--- src/sv/sns_pkg.sv ---
`timescale 1ns / 1ps
// ----------------------------------------------------------------------------
// sns_pkg
// Shared widths, operation codes, sequencer states and the structs that pass
// between the sequencer, the shared divider and the top level.
// ----------------------------------------------------------------------------
package sns_pkg;

    // data widths
    localparam int VALUE_W = 32;
    localparam int PRIME_W = 16;
    localparam int OP_W    = 3;
    // trial divisor stays below 2^17
    localparam int DIV_W   = 17;
    localparam int CNT_W   = $clog2(VALUE_W);

    // operation codes
    localparam logic [OP_W-1:0] OP_FACTOR    = 3'd0;
    localparam logic [OP_W-1:0] OP_DOWN      = 3'd1;
    localparam logic [OP_W-1:0] OP_DOWN_EVEN = 3'd2;
    localparam logic [OP_W-1:0] OP_UP        = 3'd3;
    localparam logic [OP_W-1:0] OP_UP_EVEN   = 3'd4;

    // reset value of the prime limit register
    localparam logic [PRIME_W-1:0] PRIME_RESET = 16'd7;

    // sequencer states
    typedef enum logic [2:0] {
        ST_IDLE,
        ST_TEST,
        ST_DIV,
        ST_WAIT,
        ST_NEXT,
        ST_DONE
    } t_state;

    // divider request and response
    typedef struct packed {
        logic               start;
        logic [VALUE_W-1:0] dividend;
        logic [DIV_W-1:0]   divisor;
    } t_div_req;

    typedef struct packed {
        logic               done;
        logic [VALUE_W-1:0] quot;
        logic [DIV_W-1:0]   rem;
    } t_div_rsp;

    // finished result from the sequencer
    typedef struct packed {
        logic               valid;
        logic [VALUE_W-1:0] answer;
        logic               status;
    } t_res;

endpackage

--- src/sv/smooth_number_search_top.sv ---
`timescale 1ns / 1ps
// Latency: data dependent. Each trial division runs through the shared divider;
// an item's work grows with the divides of the trial-division loop and with the
// candidates scanned by a search. Items settled by decode alone (values of one
// or less, even values to factor, a limit below two) need no division.
// Throughput: one item at a time; ready is high only while the sequencer idles.
// Reset (synchronous, active low) clears control state and sets the limit to 7.
// ----------------------------------------------------------------------------
// smooth_number_search_top
// Smallest prime factor and searches for numbers whose prime factors stay at
// or below a configured limit, using one shared iterative divider.
// ----------------------------------------------------------------------------
module smooth_number_search_top (
    input  logic                          i_clk,
    input  logic                          i_rst_n,
    input  logic                          i_in_valid,
    output logic                          o_in_ready,
    input  logic [sns_pkg::OP_W-1:0]      i_operation,
    input  logic [sns_pkg::VALUE_W-1:0]   i_value,
    output logic                          o_out_valid,
    input  logic                          i_out_ready,
    output logic [sns_pkg::VALUE_W-1:0]   o_answer,
    output logic                          o_status,
    input  logic                          i_cfg_we,
    input  logic [sns_pkg::PRIME_W-1:0]   i_cfg_data
);

    logic [sns_pkg::PRIME_W-1:0]  r_largest_prime;
    logic                         r_out_valid;
    logic [sns_pkg::VALUE_W-1:0]  r_answer;
    logic                         r_status;

    sns_pkg::t_div_req            div_req;
    sns_pkg::t_div_rsp            div_rsp;
    sns_pkg::t_res                res;
    logic                         res_take;

    // prime limit register
    always_ff @(posedge i_clk) begin
        if (!i_rst_n) begin
            r_largest_prime <= sns_pkg::PRIME_RESET;
        end else if (i_cfg_we) begin
            r_largest_prime <= i_cfg_data;
        end
    end

    sns_ctrl u_ctrl (
        .i_clk           (i_clk),
        .i_rst_n         (i_rst_n),
        .i_in_valid      (i_in_valid),
        .o_in_ready      (o_in_ready),
        .i_operation     (i_operation),
        .i_value         (i_value),
        .i_largest_prime (r_largest_prime),
        .o_div_req       (div_req),
        .i_div_rsp       (div_rsp),
        .o_res           (res),
        .i_res_take      (res_take)
    );

    sns_div u_div (
        .i_clk   (i_clk),
        .i_rst_n (i_rst_n),
        .i_req   (div_req),
        .o_rsp   (div_rsp)
    );

    // output register
    assign res_take = res.valid && (!r_out_valid || i_out_ready);

    always_ff @(posedge i_clk) begin
        if (!i_rst_n) begin
            r_out_valid <= 1'b0;
        end else if (res_take) begin
            r_out_valid <= 1'b1;
        end else if (i_out_ready) begin
            r_out_valid <= 1'b0;
        end
    end

    always_ff @(posedge i_clk) begin
        if (res_take) begin
            r_answer <= res.answer;
            r_status <= res.status;
        end
    end

    assign o_out_valid = r_out_valid;
    assign o_answer    = r_answer;
    assign o_status    = r_status;

endmodule

--- src/sv/sns_div.sv ---
`timescale 1ns / 1ps
// ----------------------------------------------------------------------------
// sns_div
// Shared restoring divider: one quotient bit per cycle. Quotient and
// remainder hold until the next start.
// ----------------------------------------------------------------------------
module sns_div (
    input  logic              i_clk,
    input  logic              i_rst_n,
    input  sns_pkg::t_div_req i_req,
    output sns_pkg::t_div_rsp o_rsp
);

    logic                              r_busy;
    logic                              r_done;
    logic [sns_pkg::CNT_W-1:0]         r_cnt;
    logic [sns_pkg::VALUE_W-1:0]       r_quot;
    logic [sns_pkg::DIV_W-1:0]         r_rem;
    logic [sns_pkg::DIV_W-1:0]         r_div;

    logic [sns_pkg::DIV_W:0]           rem_sh;
    logic [sns_pkg::DIV_W:0]           diff;
    logic                              fit;
    logic [sns_pkg::VALUE_W-1:0]       n_quot;
    logic [sns_pkg::DIV_W-1:0]         n_rem;

    // one shift-subtract step
    always_comb begin
        rem_sh = {r_rem, r_quot[sns_pkg::VALUE_W-1]};
        diff   = rem_sh - {1'b0, r_div};
        fit    = rem_sh >= {1'b0, r_div};
        n_rem  = fit ? diff[sns_pkg::DIV_W-1:0] : rem_sh[sns_pkg::DIV_W-1:0];
        n_quot = {r_quot[sns_pkg::VALUE_W-2:0], fit};
    end

    // control
    always_ff @(posedge i_clk) begin
        if (!i_rst_n) begin
            r_busy <= 1'b0;
            r_done <= 1'b0;
            r_cnt  <= '0;
        end else begin
            r_done <= 1'b0;
            if (i_req.start) begin
                r_busy <= 1'b1;
                r_cnt  <= '0;
            end else if (r_busy) begin
                r_cnt <= r_cnt + sns_pkg::CNT_W'(1);
                if (r_cnt == sns_pkg::CNT_W'(sns_pkg::VALUE_W - 1)) begin
                    r_busy <= 1'b0;
                    r_done <= 1'b1;
                end
            end
        end
    end

    // operands
    always_ff @(posedge i_clk) begin
        if (i_req.start) begin
            r_quot <= i_req.dividend;
            r_rem  <= '0;
            r_div  <= i_req.divisor;
        end else if (r_busy) begin
            r_quot <= n_quot;
            r_rem  <= n_rem;
        end
    end

    assign o_rsp.done = r_done;
    assign o_rsp.quot = r_quot;
    assign o_rsp.rem  = r_rem;

endmodule

--- src/sv/sns_ctrl.sv ---
`timescale 1ns / 1ps
// ----------------------------------------------------------------------------
// sns_ctrl
// Sequencer: trial division for the smallest factor, and a candidate scan
// (down or up) that tests each candidate for smoothness through the divider.
// ----------------------------------------------------------------------------
module sns_ctrl (
    input  logic                          i_clk,
    input  logic                          i_rst_n,
    input  logic                          i_in_valid,
    output logic                          o_in_ready,
    input  logic [sns_pkg::OP_W-1:0]      i_operation,
    input  logic [sns_pkg::VALUE_W-1:0]   i_value,
    input  logic [sns_pkg::PRIME_W-1:0]   i_largest_prime,
    output sns_pkg::t_div_req             o_div_req,
    input  sns_pkg::t_div_rsp             i_div_rsp,
    output sns_pkg::t_res                 o_res,
    input  logic                          i_res_take
);

    localparam logic [sns_pkg::VALUE_W-1:0] ONE_V  = sns_pkg::VALUE_W'(1);
    localparam logic [sns_pkg::VALUE_W-1:0] ALL_V  = '1;

    sns_pkg::t_state                r_state, n_state;
    logic                           r_factor, n_factor;
    logic                           r_up, n_up;
    logic                           r_dbl, n_dbl;
    logic [sns_pkg::VALUE_W-1:0]    r_n, n_n;
    logic [sns_pkg::VALUE_W-1:0]    r_m, n_m;
    logic [sns_pkg::DIV_W-1:0]      r_d, n_d;
    logic [sns_pkg::VALUE_W-1:0]    r_lim, n_lim;
    logic [sns_pkg::VALUE_W-1:0]    r_answer, n_answer;
    logic                           r_status, n_status;

    logic                           accept;
    logic                           early;
    logic [sns_pkg::VALUE_W-1:0]    early_ans;
    logic                           early_stat;
    logic                           v_le1;
    logic                           p_lt2;
    logic [sns_pkg::VALUE_W-1:0]    p_ext;
    logic [sns_pkg::VALUE_W-1:0]    lo_even;
    logic [sns_pkg::VALUE_W-1:0]    lo_even_c;
    logic                           d_gt_q;
    logic                           d_gt_p;
    logic                           rem_zero;
    logic                           m_small;
    logic                           smooth_stop;
    logic [sns_pkg::DIV_W-1:0]      d_next;
    logic [sns_pkg::VALUE_W-1:0]    found;
    logic                           over_lim;
    logic                           n_le1;

    // shared decode
    always_comb begin
        accept      = i_in_valid && (r_state == sns_pkg::ST_IDLE);
        v_le1       = i_value <= ONE_V;
        p_lt2       = i_largest_prime < sns_pkg::PRIME_W'(2);
        p_ext       = sns_pkg::VALUE_W'(i_largest_prime);
        lo_even     = (i_value >> 1) + sns_pkg::VALUE_W'(i_value[0]);
        lo_even_c   = (lo_even == '0) ? ONE_V : lo_even;
        d_gt_q      = sns_pkg::VALUE_W'(r_d) > i_div_rsp.quot;
        d_gt_p      = r_d > sns_pkg::DIV_W'(i_largest_prime);
        rem_zero    = i_div_rsp.rem == '0;
        m_small     = (r_m == ONE_V) || (r_m <= p_ext);
        smooth_stop = d_gt_p || d_gt_q;
        d_next      = (r_d == sns_pkg::DIV_W'(2)) ? sns_pkg::DIV_W'(3)
                                                   : r_d + sns_pkg::DIV_W'(2);
        found       = r_dbl ? {r_n[sns_pkg::VALUE_W-2:0], 1'b0} : r_n;
        over_lim    = r_up && (r_n > r_lim);
        n_le1       = r_n <= ONE_V;
    end

    // items settled without any division
    always_comb begin
        early      = 1'b1;
        early_ans  = '0;
        early_stat = 1'b0;
        case (i_operation)
            sns_pkg::OP_FACTOR: begin
                if (v_le1) begin
                    early_ans = ONE_V;
                end else if (!i_value[0]) begin
                    early_ans = sns_pkg::VALUE_W'(2);
                end else begin
                    early = 1'b0;
                end
            end
            sns_pkg::OP_DOWN: begin
                early_ans = ONE_V;
                early     = v_le1 || p_lt2;
            end
            sns_pkg::OP_DOWN_EVEN: begin
                early_ans = v_le1 ? ONE_V : sns_pkg::VALUE_W'(2);
                early     = v_le1 || p_lt2;
            end
            sns_pkg::OP_UP: begin
                early      = p_lt2;
                early_ans  = v_le1 ? i_value : '0;
                early_stat = !v_le1;
            end
            sns_pkg::OP_UP_EVEN: begin
                early      = p_lt2;
                early_ans  = (lo_even_c == ONE_V) ? sns_pkg::VALUE_W'(2) : '0;
                early_stat = lo_even_c != ONE_V;
            end
            default: begin
                early_ans = '0;
            end
        endcase
    end

    // next state
    always_comb begin
        n_state = r_state;
        case (r_state)
            sns_pkg::ST_IDLE: begin
                if (accept) begin
                    if (early) begin
                        n_state = sns_pkg::ST_DONE;
                    end else if (i_operation == sns_pkg::OP_FACTOR) begin
                        n_state = sns_pkg::ST_DIV;
                    end else begin
                        n_state = sns_pkg::ST_TEST;
                    end
                end
            end
            sns_pkg::ST_TEST: begin
                if (over_lim || n_le1) begin
                    n_state = sns_pkg::ST_DONE;
                end else begin
                    n_state = sns_pkg::ST_DIV;
                end
            end
            sns_pkg::ST_DIV: begin
                n_state = sns_pkg::ST_WAIT;
            end
            sns_pkg::ST_WAIT: begin
                if (i_div_rsp.done) begin
                    if (r_factor) begin
                        n_state = (d_gt_q || rem_zero) ? sns_pkg::ST_DONE : sns_pkg::ST_DIV;
                    end else if (smooth_stop) begin
                        n_state = m_small ? sns_pkg::ST_DONE : sns_pkg::ST_NEXT;
                    end else begin
                        n_state = sns_pkg::ST_DIV;
                    end
                end
            end
            sns_pkg::ST_NEXT: begin
                if (r_up && (r_n == r_lim)) begin
                    n_state = sns_pkg::ST_DONE;
                end else begin
                    n_state = sns_pkg::ST_TEST;
                end
            end
            sns_pkg::ST_DONE: begin
                if (i_res_take) begin
                    n_state = sns_pkg::ST_IDLE;
                end
            end
            default: begin
                n_state = sns_pkg::ST_IDLE;
            end
        endcase
    end

    // datapath next values
    always_comb begin
        n_factor = r_factor;
        n_up     = r_up;
        n_dbl    = r_dbl;
        n_n      = r_n;
        n_m      = r_m;
        n_d      = r_d;
        n_lim    = r_lim;
        n_answer = r_answer;
        n_status = r_status;
        case (r_state)
            sns_pkg::ST_IDLE: begin
                n_answer = early_ans;
                n_status = early_stat;
                n_factor = i_operation == sns_pkg::OP_FACTOR;
                n_up     = (i_operation == sns_pkg::OP_UP) ||
                           (i_operation == sns_pkg::OP_UP_EVEN);
                n_dbl    = (i_operation == sns_pkg::OP_DOWN_EVEN) ||
                           (i_operation == sns_pkg::OP_UP_EVEN);
                n_m      = i_value;
                n_d      = sns_pkg::DIV_W'(3);
                n_lim    = (i_operation == sns_pkg::OP_UP_EVEN) ? (ALL_V >> 1) : ALL_V;
                case (i_operation)
                    sns_pkg::OP_DOWN_EVEN: n_n = i_value >> 1;
                    sns_pkg::OP_UP_EVEN:   n_n = lo_even_c;
                    default:               n_n = i_value;
                endcase
            end
            sns_pkg::ST_TEST: begin
                n_m = r_n;
                n_d = sns_pkg::DIV_W'(2);
                if (over_lim) begin
                    n_answer = '0;
                    n_status = 1'b1;
                end else begin
                    n_answer = found;
                    n_status = 1'b0;
                end
            end
            sns_pkg::ST_WAIT: begin
                if (i_div_rsp.done) begin
                    if (r_factor) begin
                        n_status = 1'b0;
                        if (d_gt_q) begin
                            n_answer = r_m;
                        end else if (rem_zero) begin
                            n_answer = sns_pkg::VALUE_W'(r_d);
                        end else begin
                            n_d = r_d + sns_pkg::DIV_W'(2);
                        end
                    end else if (smooth_stop) begin
                        n_answer = found;
                        n_status = 1'b0;
                    end else if (rem_zero) begin
                        n_m = i_div_rsp.quot;
                    end else begin
                        n_d = d_next;
                    end
                end
            end
            sns_pkg::ST_NEXT: begin
                if (r_up) begin
                    if (r_n == r_lim) begin
                        n_answer = '0;
                        n_status = 1'b1;
                    end else begin
                        n_n = r_n + ONE_V;
                    end
                end else begin
                    n_n = r_n - ONE_V;
                end
            end
            default: begin
                n_n = r_n;
            end
        endcase
    end

    // outputs
    always_comb begin
        o_in_ready         = r_state == sns_pkg::ST_IDLE;
        o_div_req.start    = r_state == sns_pkg::ST_DIV;
        o_div_req.dividend = r_m;
        o_div_req.divisor  = r_d;
        o_res.valid        = r_state == sns_pkg::ST_DONE;
        o_res.answer       = r_answer;
        o_res.status       = r_status;
    end

    // state register
    always_ff @(posedge i_clk) begin
        if (!i_rst_n) begin
            r_state <= sns_pkg::ST_IDLE;
        end else begin
            r_state <= n_state;
        end
    end

    // working registers
    always_ff @(posedge i_clk) begin
        r_factor <= n_factor;
        r_up     <= n_up;
        r_dbl    <= n_dbl;
        r_n      <= n_n;
        r_m      <= n_m;
        r_d      <= n_d;
        r_lim    <= n_lim;
        r_answer <= n_answer;
        r_status <= n_status;
    end

endmodule

--- config.mk ---
export PLATFORM = sky130hd
export DESIGN_NAME = smooth_number_search_top
export DESIGN_NICKNAME = d
export VERILOG_FILES = /design/src/sv/sns_pkg.sv /design/src/sv/smooth_number_search_top.sv /design/src/sv/sns_div.sv /design/src/sv/sns_ctrl.sv
export SDC_FILE = /design/constraint.sdc
export NUM_CORES = 1
export LEC_CHECK = 0
export BUFFER_PORTS_ARGS = -buffer_cell sky130_fd_sc_hd__buf_2
export CAP_MARGIN = 20
export CORE_ASPECT_RATIO = 0.8
export CORE_MARGIN = 10
export CORE_UTILIZATION = 60
export DETAILED_ROUTE_END_ITERATION = 7
export PLACE_DENSITY = 0.87
export SYNTH_ARGS = -nofsm -noshare
export SYNTH_HDL_FRONTEND = slang
export SYNTH_HIERARCHICAL = 1
export SYNTH_SLANG_ARGS = --single-unit
--- constraint.sdc ---
create_clock -name i_clk -period 4.8 [get_ports i_clk]
set_input_delay 0.24 -clock i_clk [delete_from_list [all_inputs] [get_ports i_clk]]
set_output_delay 0.24 -clock i_clk [all_outputs]
set_load 0.01 [all_outputs]
Word level (Yosys, flattened, before mapping)
Cells that the tools add are included.
{"block": "totals", "register_bits": 275, "inputBits": 56, "output_inout_bits": 35, "wordCells": 165}
{"block": "classes", "n_addsub": 6, "order_cmp": 8, "eq_ne": 29, "muxes": 67, "bitwise_logic": 2, "n_reduce_logical": 33}
{"cell": "$mux 32", "n": 21}
{"cell": "$pmux 32 s5", "n": 1}
{"cell": "$mux 17", "n": 8}
{"cell": "$pmux 32 s2", "n": 2}
{"cell": "$pmux 32 s4", "n": 1}
{"cell": "$pmux 32 s3", "n": 1}
{"cell": "$eq 32x1->1 const B", "n": 2}
{"cell": "$le 32x1->1 const B", "n": 2}
{"cell": "$pmux 17 s3", "n": 1}
{"cell": "$add 31x1->32", "n": 1}
{"cell": "$add 32x1->32 const B", "n": 1}
{"cell": "$eq 32x32->1", "n": 1}
{"cell": "$gt 17x32->1", "n": 1}
{"cell": "$gt 32x32->1", "n": 1}
{"cell": "$le 32x16->1", "n": 1}
{"cell": "$logic_not 32->1", "n": 1}
{"cell": "$ne 32x1->1 const B", "n": 1}
{"cell": "$sub 32x1->32 const B", "n": 1}
{"cell": "$mux 3", "n": 9}
{"cell": "$ge 18x17->1", "n": 1}
{"cell": "$pmux 3 s6", "n": 1}
{"cell": "$add 17x2->17 const B", "n": 1}
{"cell": "$eq 17x2->1 const B", "n": 1}
{"cell": "$gt 17x16->1", "n": 1}
{"cell": "other kinds (33)", "n": 83}

Logic depth before layout (Yosys ltp)
Gate-level depths: netlist (run 1).
{"block": "logic_depth", "word_depth": 7, "mapped_depth": 13, "depth_no_buf": 11}

By module
The synthesis (run 1) kept the hierarchy.
{"module": "sns_ctrl", "instances": 1, "cells_per_inst": 1299, "area_each_um2": 10849.2}
{"module": "sns_div", "instances": 1, "cells_per_inst": 332, "area_each_um2": 3819.9}
{"module": "smooth_number_search_top", "instances": 1, "cells_per_inst": 88, "area_each_um2": 1640.3}

Least setup slack after synthesis (run 1)
Ideal clock, no wire load.
{"block": "synth_path", "path_kind": "flip-flop to flip-flop", "startpoint": "register u_ctrl.r_state[1]", "endpoint": "register u_div/r_quot[0] in the netlist's numbering (enable)", "setup_ns": 0.387, "t_arrival_ns": 3.732, "required_ns": 4.413, "path_slack_ns": 0.682, "path_stages_with_launch": 7, "n_path_buf": 3, "synth_period_minus_slack_ns": 4.118, "path_cell_list": "dfxtp_1 > clkbuf_1 > clkbuf_1 > nor3b_1 > nor2_1 > clkbuf_1 > inv_1"}
{"item": "from (decl)", "line_no": "sns_ctrl.sv:24", "text": "sns_pkg::t_state r_state, n_state;"}
{"item": "from (signal assigned)", "line_no": "sns_ctrl.sv:260", "text": "r_state <= sns_pkg::ST_IDLE;"}
{"item": "from (signal assigned)", "line_no": "sns_ctrl.sv:262", "text": "r_state <= n_state;"}
{"item": "to (signal assigned)", "line_no": "sns_div.sv:60", "text": "r_quot <= i_req.dividend;"}
{"item": "to (signal assigned)", "line_no": "sns_div.sv:64", "text": "r_quot <= n_quot;"}
{"item": "to (decl)", "line_no": "sns_div.sv:17", "text": "logic [sns_pkg::VALUE_W-1:0] r_quot;"}

Worst setup path in the final report (run 1)
{"block": "layout_path", "startpoint": "register u_ctrl/r_d[6] in the netlist's numbering", "endpoint": "register u_ctrl/r_d[10] in the netlist's numbering (enable)"}
{"block": "layout_between", "elab_chain_cells": 4, "word_cells_on_any_way": 6}
{"item": "from (decl)", "line_no": "sns_ctrl.sv:30", "text": "logic [sns_pkg::DIV_W-1:0] r_d, n_d;"}
{"item": "from (signal assigned)", "line_no": "sns_ctrl.sv:273", "text": "r_d <= n_d;"}
{"item": "$gt 17x32->1 / $gt 17x16->1 (equally long branches)", "line_no": "sns_ctrl.sv:62, sns_ctrl.sv:63"}
{"item": "$logic_or 1x1->1", "line_no": "sns_ctrl.sv:66", "text": "smooth_stop = d_gt_p || d_gt_q;"}
{"item": "$ne 3x2->1 (no line)"}
{"item": "$reduce_and 5->1 (no line) (*)"}
Mark *: on every way between the ends. The rest lies on a longest branch, timed or not.
A chain may end at the register's enable or synchronous reset.

==> results of run 1 <==
==> logic make-up after synthesis <==
logic type | share of synthesized area (%)
xor+xnor | 4.08
mux | 8.83
compound gates | 16.0
buf+inv | 5.31
flops | 42.2
simple gates | 17.5
fa+ha+maj | 6.03
==> cells in the final DEF (no fill, tap or decap), drive strengths merged, types with 33 or more instances in the layout <==
master  Yosys  layout
edfxtp    200     200
a21oi     128     128
ha         77      77
nor3       35      35
dfxtp      44      44
o21ai     121     121
buf        39     112
nand3      52      52
mux2i      91      91
nor4       45      45
clkbuf     90      33
nor2      108     108
mux2       47      47
inv        77      79
nand4      40      40
nand2     147     147
xnor2      44      44
==> metal layers <==
| layer | track usage, % | up-vias | wire, µm |
|---|---|---|---|
| li1 | - | 6447 | - |
| met1 | 42.1 | 6987 | 20600 |
| met2 | 41.7 | 1308 | 22000 |
| met3 | 7.16 | 130 | 8110 |
| met4 | 5.46 | 0 | 1200 |
| met5 | 0 | - | 0 |
==> stage by stage <==
step / hold slack, ns / std cells
finish: 0.00111 / 2120
detailed placement: 0.405 / 2058
global route: 0.0344 / 2120
global placement: 0.401 / 2058
CTS: 0.0132 / 2119
floorplan: 0.348 / 1719
==> worst min-delay path: cells and delay by family <==
| kind | cells | cell delay [ns] |
|---|---|---|
| simple gates | 1 | 0.12 |
| buf+inv | 1 | 0.09 |
| mux | 1 | 0.06 |
==> worst max-delay path by stage <==
stage | endpoint | start
floorplan | u_div/r_quot[0] | u_ctrl/r_state[1]
global placement | u_ctrl/r_d[13] | u_ctrl/r_d[1]
detailed placement | u_ctrl/r_n[3] | i_value[0]
CTS | u_ctrl/r_answer[27] | u_ctrl/r_d[1]
global route | u_ctrl/r_answer[27] | u_ctrl/r_d[1]
finish | u_ctrl/r_d[10] | u_ctrl/r_d[6]
==> registers in the layout, summed over array words and instances (netlist names), 3 cells and up <==
name / cells
u_ctrl/r_n: 32
u_ctrl/r_answer: 32
u_div/r_cnt: 5
o_answer: 32
u_div/r_div: 17
r_largest_prime: 16
u_div/r_quot: 32
u_div/r_rem: 17
u_ctrl/r_state: 3
u_ctrl/r_m: 32
u_ctrl/r_d: 17
==> where the power goes <==
group / switching, mW / internal, mW
logic: 2.73 / 1.67
clock network: 0.859 / 1.05
registers: 1.18 / 3.41
==> layout make-up <==
type / instances / area [µm²]
repair buffers: 127 / 778
fillers: 2001 / 8750
flip-flops and latches: 244 / 6890
well taps: 357 / 447
inverters: 77 / 289
clock buffers: 33 / 676
multi-input cells: 1269 / 8600
clock inverters: 13 / 104
==> summary.md, run 1 <==
| Metric | Value |
|---|---|
| N_diodes | 0 |
| Post-synthesis cell type count | 85 |
| DIE AREA | 0.0342 mm² |
| CP Capture Type | flip-flop |
| Vias in the first global route | 13355 |
| WP depth | 10 |
| Placer Congestion | 0.989 |
| Startpoint Class | flip-flop |
| Synth area leaders | edfxtp_1, ha_1, mux2i_1 |
| Post-layout util | 67.0% |
| Reg2reg end | u_ctrl/r_d[10] |
| Total Wirelength | 51800 µm |
| Initial DRC count | 3142 |
| GRT Overall Usage | 28.6% |
| CP max stage cell | and2_1 |
| Hold Path Depth | 3 |
| First-pass GRT wire length | 79000 µm |
| Clock transition time at the flip-flop clock pins of the worst setup and hold paths | 0.06 ns |
| Hold_sp | i_cfg_data[7] |
| Yosys warnings | 6 |
| Hold Violations, Final | 0 |
| Area grow syn2layout | 9.00% |
| Routed wire per std cell | 24.5 µm |
| End of the worst hold path | r_largest_prime[7] |
| Post-route cell area | 0.0178 mm² |
| Most frequent cells after synthesis | edfxtp_1, nand2_1, a21oi_1, nor2_1, o21ai_0 |
| Tot Pwr | 10.9 mW |
| Max Slew Vio Count | 0 |
| Fin crit share | 77.1% |
| Die width | 204 µm |
| Post-CTS sizing | 0 |
| Die Y | 167 µm |
| Hpwl dp | 36900 µm |
| Worst Hold Class | in2reg |
| Largest net degree at the start of global routing | 67 |
| Cell Area, Synth | 0.0163 mm² |
| CTS tree | done |
| Pwr/cell area | 613 mW/mm² |
| Post-synthesis sequential element count | 244 |
| Place WS | 1.13 ns |
| Synthesized area per cell | 9.49 µm² |
| Peak VDD IR | 0.421 mV |
| Syn nets | 1853 |
| Crit path buffers/inverters | 0 |
| Post-Synthesis Cells | 1719 |
| First-pass DRT Iterations | 6 |
| Row cnt | 53 |
| Reg2Reg Setup Slack | 1.10 ns |
| Critical-path maximum fanout | 16 |
| Max frequency | 270 MHz |
| TritonCTS buffer count | 25 |
| Synth top area share | 36.8% |
| NumNets Final | 1878 |
| CP delay by family, top | compound AO/OA/AOI/OAI gates |
| Reg2Reg Launch Point | u_ctrl/r_d[6] |
| H-tree depth | 1 |
| Critical path required time | 4.98 ns |
| Max_cap viols | 0 |
| Ratio of cells with drive above 1 in the final layout | 12.7% |
| Core area | 0.0265 mm² |
| Layout Skew | 0.0126 ns |
| RSZ-0062 raised after global routing | no |
| Vias per cell | 7.02 |
| Clk_lat worst skew | 0.56 ns |
| CP Cell Sequence | ha_1 -> a21o_1 -> a21o_1 -> a21oi_1 -> nor2_1 -> a2111oi_0 -> a221oi_1 -> a21oi_1 -> nand2b_1 -> and2_1 |
| CP peak stage delay | 0.68 ns |
| Fin worst setup slack | 1.10 ns |
| Placed Area | 0.0168 mm² |
| Worst-Margin Slew | 0.983 ns |
| Leakage | 6.83 nW |
| Remaining antenna violation count after routing | 0 |
| Clock Tree Buf Depth | 3 |
| CP Class | reg2reg |
| Sequential fraction of the synthesis area | 42.2% |
| Hold Buf Count CTS | 15 |
| Setup violators final | 0 |
| Drt drc | 0 |
| Port bufs | 90 |
| EDFF count, synth | 200 |
| Reg2Reg Depth | 10 |
| Top-level port count | 91 |
| Area leader, netlist | edfxtp_1 |
| Top_reg_cell synth | edfxtp_1 |
| Setup Buffers After CTS | 0 |
| Initial antenna violation count | 0 |
| Initial Utilization | 61.5% |
| Vias post-DR | 14872 |
| Status | completed |
| Total global routing overflow | 0 |
| Post-synth ARST share | 0% |
| Min Clock Period, post-route | 3.70 ns |
| Slew HR | 34.3% |
| CTS sink count | 244 |
| Cell with the most instances after synthesis | edfxtp_1 |
| Clock root cell | clkbuf_16 |
| Setup TNS | 0 ns |
| CP Data Arrival Time | 3.88 ns |
Power figures use the tool's default switching activity.
==> run 2, diff against run 1 <==
--- a/config.mk
+++ b/config.mk
@@ -5,13 +5,14 @@
 export SDC_FILE = /design/constraint.sdc
 export NUM_CORES = 1
 export LEC_CHECK = 0
+export ABC_AREA = 1
 export BUFFER_PORTS_ARGS = -buffer_cell sky130_fd_sc_hd__buf_2
 export CAP_MARGIN = 20
 export CORE_ASPECT_RATIO = 0.8
 export CORE_MARGIN = 10
 export CORE_UTILIZATION = 60
 export DETAILED_ROUTE_END_ITERATION = 7
-export PLACE_DENSITY = 0.87
+export PLACE_DENSITY = 0.86
 export SYNTH_ARGS = -nofsm -noshare
 export SYNTH_HDL_FRONTEND = slang
 export SYNTH_HIERARCHICAL = 1
==> constraint.sdc (replaced) <==
create_clock -name i_clk -period 3.6 [get_ports i_clk]
set_input_delay 0.18 -clock i_clk [delete_from_list [all_inputs] [get_ports i_clk]]
set_output_delay 0.18 -clock i_clk [all_outputs]
set_load 0.01 [all_outputs]
==> run 2 against run 1 <==
Critical path depth unchanged. Maximum frequency increased by 14%. Highest routed layer is now met5. Utilization increased by 1.0 points. Die area increased by 3.5%. Largest power group is now combinational cells. Sequential power increased by 29%. Design area increased by 5.5%. Global-route usage increased by 3.0 points. Critical endpoint is now u_ctrl/r_answer[0]. Largest cell class unchanged.
==> summary.md, run 2 <==
| Metric | Value |
|---|---|
| Status | completed |
| Ratio of cells with drive above 1 in the final layout | 9.54% (-3.2 points) |
| Worst Hold Class | in2reg |
| Area grow syn2layout | 10.6% |
| TritonCTS buffer count | 25 (unchanged) |
| NumNets Final | 2483 (+32%) |
| Peak VDD IR | 0.591 mV (+40%) |
| CP Class | reg2reg |
| Cell Area, Synth | 0.0170 mm² (+4.0%) |
| Hpwl dp | 44700 µm (+21%) |
| CP most frequent cell | nand2_1 |
| Clock Tree Buf Depth | 3 (unchanged) |
| Worst-Margin Slew | 0.876 ns (-0.107 ns) |
| CP delay by family, top | simple AND/OR/NAND/NOR gates |
| Critical-path maximum fanout | 16 (unchanged) |
| Leakage | 8.40 nW (+23%) |
| Setup violators final | 0 (unchanged) |
| Die Y | 170 µm (+1.7%) |
| Syn nets | 2407 (+30%) |
| Vias post-DR | 17064 (+15%) |
| Post-synth ARST share | 0% (unchanged) |
| Most frequent cells after synthesis | nand2_1, inv_1, nor2_1, edfxtp_1, o21ai_0 |
| Clock transition time at the flip-flop clock pins of the worst setup and hold paths | 0.07 ns (about the same) |
| Fin crit share | 90.5% (+13 points) |
| Fin worst setup slack | 0.342 ns (-0.758 ns) |
| Largest net degree at the start of global routing | 39 (-42%) |
| Combinational share of power | 42.7% (+2.3 points) |
| Synthesized area per cell | 7.46 µm² (-21%) |
| H-tree depth | 1 (unchanged) |
| Pwr/cell area | 817 mW/mm² (+33%) |
| Max_cap viols | 0 (unchanged) |
| Final hold slack | 0.0521 ns (+0.0510 ns) |
| Max Slew Vio Count | 0 (unchanged) |
| CP max stage cell | inv_1 |
| CTS tree | done |
| Port bufs | 90 (unchanged) |
| DIE AREA | 0.0354 mm² (+3.5%) |
| Clock root cell | clkbuf_16 |
| Hold Violations, Final | 0 (unchanged) |
| Remaining antenna violation count after routing | 0 (unchanged) |
| CTS sink count | 244 (unchanged) |
| First-pass DRT Iterations | 6 (unchanged) |
| Reg2Reg Setup Slack | 0.34 ns (-0.76 ns) |
| Most common cell after layout, fill and taps aside | nand2_1 |
| Layout Skew | 0.0258 ns (+0.0132 ns) |
| Crit path buffers/inverters | 1 (+1) |
| Post-synthesis cell type count | 57 (-33%) |
| Top-level port count | 91 (unchanged) |
| EDFF count, synth | 200 (unchanged) |
| Initial DRC count | 2884 (-8.2%) |
| First-pass GRT wire length | 89700 µm (+14%) |
| CP peak stage delay | 0.56 ns (-0.12 ns) |
| Synth area leaders | edfxtp_1, nand2_1, inv_1 |
| Vias in the first global route | 15702 (+18%) |
| Post-synthesis sequential element count | 244 (unchanged) |
| Total net switching power | 7.08 mW (+49%) |
| Sequential fraction of the synthesis area | 40.6% (-1.6 points) |
| Drt drc | 0 (unchanged) |
| CP Cell Sequence | ha_1 -> nand3b_1 -> nor4_2 -> nand2_1 -> nand2_1 -> nand3_2 -> inv_1 -> nand2_1 -> o2111ai_1 -> nand3_1 |
| Total Wirelength | 58400 µm (+13%) |
| Max frequency | 307 MHz (+14%) |
| Reg2Reg Launch Point | u_ctrl/r_d[16] |
| Die width | 208 µm (+1.8%) |
| Post-Synthesis Cells | 2273 (+32%) |
| Synth top area share | 35.4% (-1.4 points) |
| Sw Ratio | 46.2% (+2.5 points) |
| Clk_lat worst skew | 0.56 ns (about the same) |
| Sequential Power Share | 38.5% (-3.6 points) |
| Clock share of power | 18.8% (+1.3 points) |
| Total global routing overflow | 0 (unchanged) |
| Cell with the most instances after synthesis | nand2_1 |
| Slew HR | 41.6% (+7.2 points) |
| Critical Path End | u_ctrl/r_answer[0] |
| Commonest cells after routing, fill and taps aside | nand2_1, inv_1, nor2_1 |
| Critical path required time | 3.87 ns (-1.11 ns) |
| Min Clock Period, post-route | 3.26 ns (-0.442 ns) |
| Reg2reg end | u_ctrl/r_answer[0] |
| Row cnt | 54 (+1.9%) |
| GRT Overall Usage | 31.7% (+3.0 points) |
| RSZ-0062 raised after global routing | no |
| Setup TNS | 0 ns (unchanged) |
| Area leader, netlist | edfxtp_1 |
| Post-CTS sizing | 0 (unchanged) |
| Reg2Reg Depth | 10 (unchanged) |
| Cell Int Power | 8.25 mW (+34%) |
| Placer Congestion | 1.04 (+4.9%) |
| Routed wire per std cell | 21.4 µm (-13%) |
| Vias per cell | 6.25 (-11%) |
| Initial Utilization | 61.5% (about the same) |
| Initial antenna violation count | 1 (+1) |
| Critical Path Source | u_ctrl/r_d[16] |
| CP Data Arrival Time | 3.53 ns (-0.35 ns) |
| Place WS | 0.557 ns (-0.572 ns) |
| Yosys warnings | 6 (unchanged) |
| Post-layout util | 68.0% (+1.0 points) |
| Core area | 0.0276 mm² (+3.9%) |
| CP Capture Type | flip-flop |
| Fillers | 2340 (+17%) |
| Top_reg_cell synth | edfxtp_1 |
| N_diodes | 0 (unchanged) |
| WP depth | 10 (unchanged) |
| Startpoint Class | flip-flop |
==> run 2: changes by cell type in the layout (fill, tap and decap cells not counted), sizes merged, moves of 29 or more <==
cell and delta:
nand2 +488, inv +221, nor2 +166, mux2i -91, nand3 +67, a21oi -55
mux2 -47, o21ai +43, xnor2 -38, nor2b -29
==> run 2: logic make-up (layout without fill, tap and decap cells) <==
group	count (synthesis)	count (layout)	synth area share, %
buffers and inverters	388	483	9.17
flip-flops	244	244	40.6
adder cells (fa/ha/maj)	78	78	5.80
AO/OA/AOI/OAI	357	357	12.5
AND/OR/NAND/NOR	1155	1155	29.2
XOR/XNOR	51	51	2.72
==> run 2: worst reg2reg max path, delay by kind of cell, from the launching register on <==
family | cells | cell delay, ns
buffers and inverters | 1 | 0.57
AOI/OAI and AO/OA | 1 | 0.13
and+or+nand+nor | 7 | 1.44
DFF | 1 | 0.51
adders and majority gates | 1 | 0.33
==> run 2: area by class of cell <==
| class | count | area (µm²) | area share [%] |
|---|---|---|---|
| clock inverter | 15 | 241 | 1.29 |
| inverter | 303 | 1140 | 6.06 |
| multi-input combinational | 1641 | 8570 | 45.7 |
| timing repair buffer | 134 | 823 | 4.39 |
| clock buffer | 31 | 648 | 3.46 |
| sequential | 244 | 6890 | 36.7 |
| tap | 364 | 455 | 2.43 |
==> run 2: timing repair <==
action | 4_1_cts | 5_1_grt
hold endpoints to repair | 17 | 0
buffers inserted | 0 | 0
hold buffers | 17 | 0
==> run 2: power by group through the flow <==
stage          sequential [mW]  combinational, mW  clock (mW)
6_report                  5.90               6.55        2.88
5_1_grt                   5.96               7.13        3.00
4_1_cts                   5.80               6.29        2.88
3_5_place_dp              5.85               6.23           0
3_3_place_gp              5.79               6.05           0
2_1_floorplan             5.18               4.59           0
==> run 2: per-layer routing <==
layer	track usage (%)	wire (µm)
met4	6.19	1270
met1	45.7	24300
met5	0	17
met3	10.1	9160
met2	45.7	23700
==> run 2: how the worst min path moves through the flow <==
stage                  startpoint                 end  cells past startpoint
global route              i_rst_n  r_largest_prime[2]                      2
floorplan           i_cfg_data[1]  r_largest_prime[1]                      2
global placement    i_cfg_data[2]  r_largest_prime[2]                      3
finish                    i_rst_n  r_largest_prime[2]                      2
CTS                       i_rst_n  r_largest_prime[0]                      2
detailed placement  i_cfg_data[0]  r_largest_prime[0]                      3
==> run 2: metrics by stage <==
stage	power [mW]	std cells	instance area (µm²)
2_1_floorplan	9.77	2273	17000
3_3_place_gp	11.8	2669	17700
3_5_place_dp	12.1	2669	17700
4_1_cts	15.0	2732	18800
5_1_grt	16.1	2732	18800
6_report	15.3	2732	18800
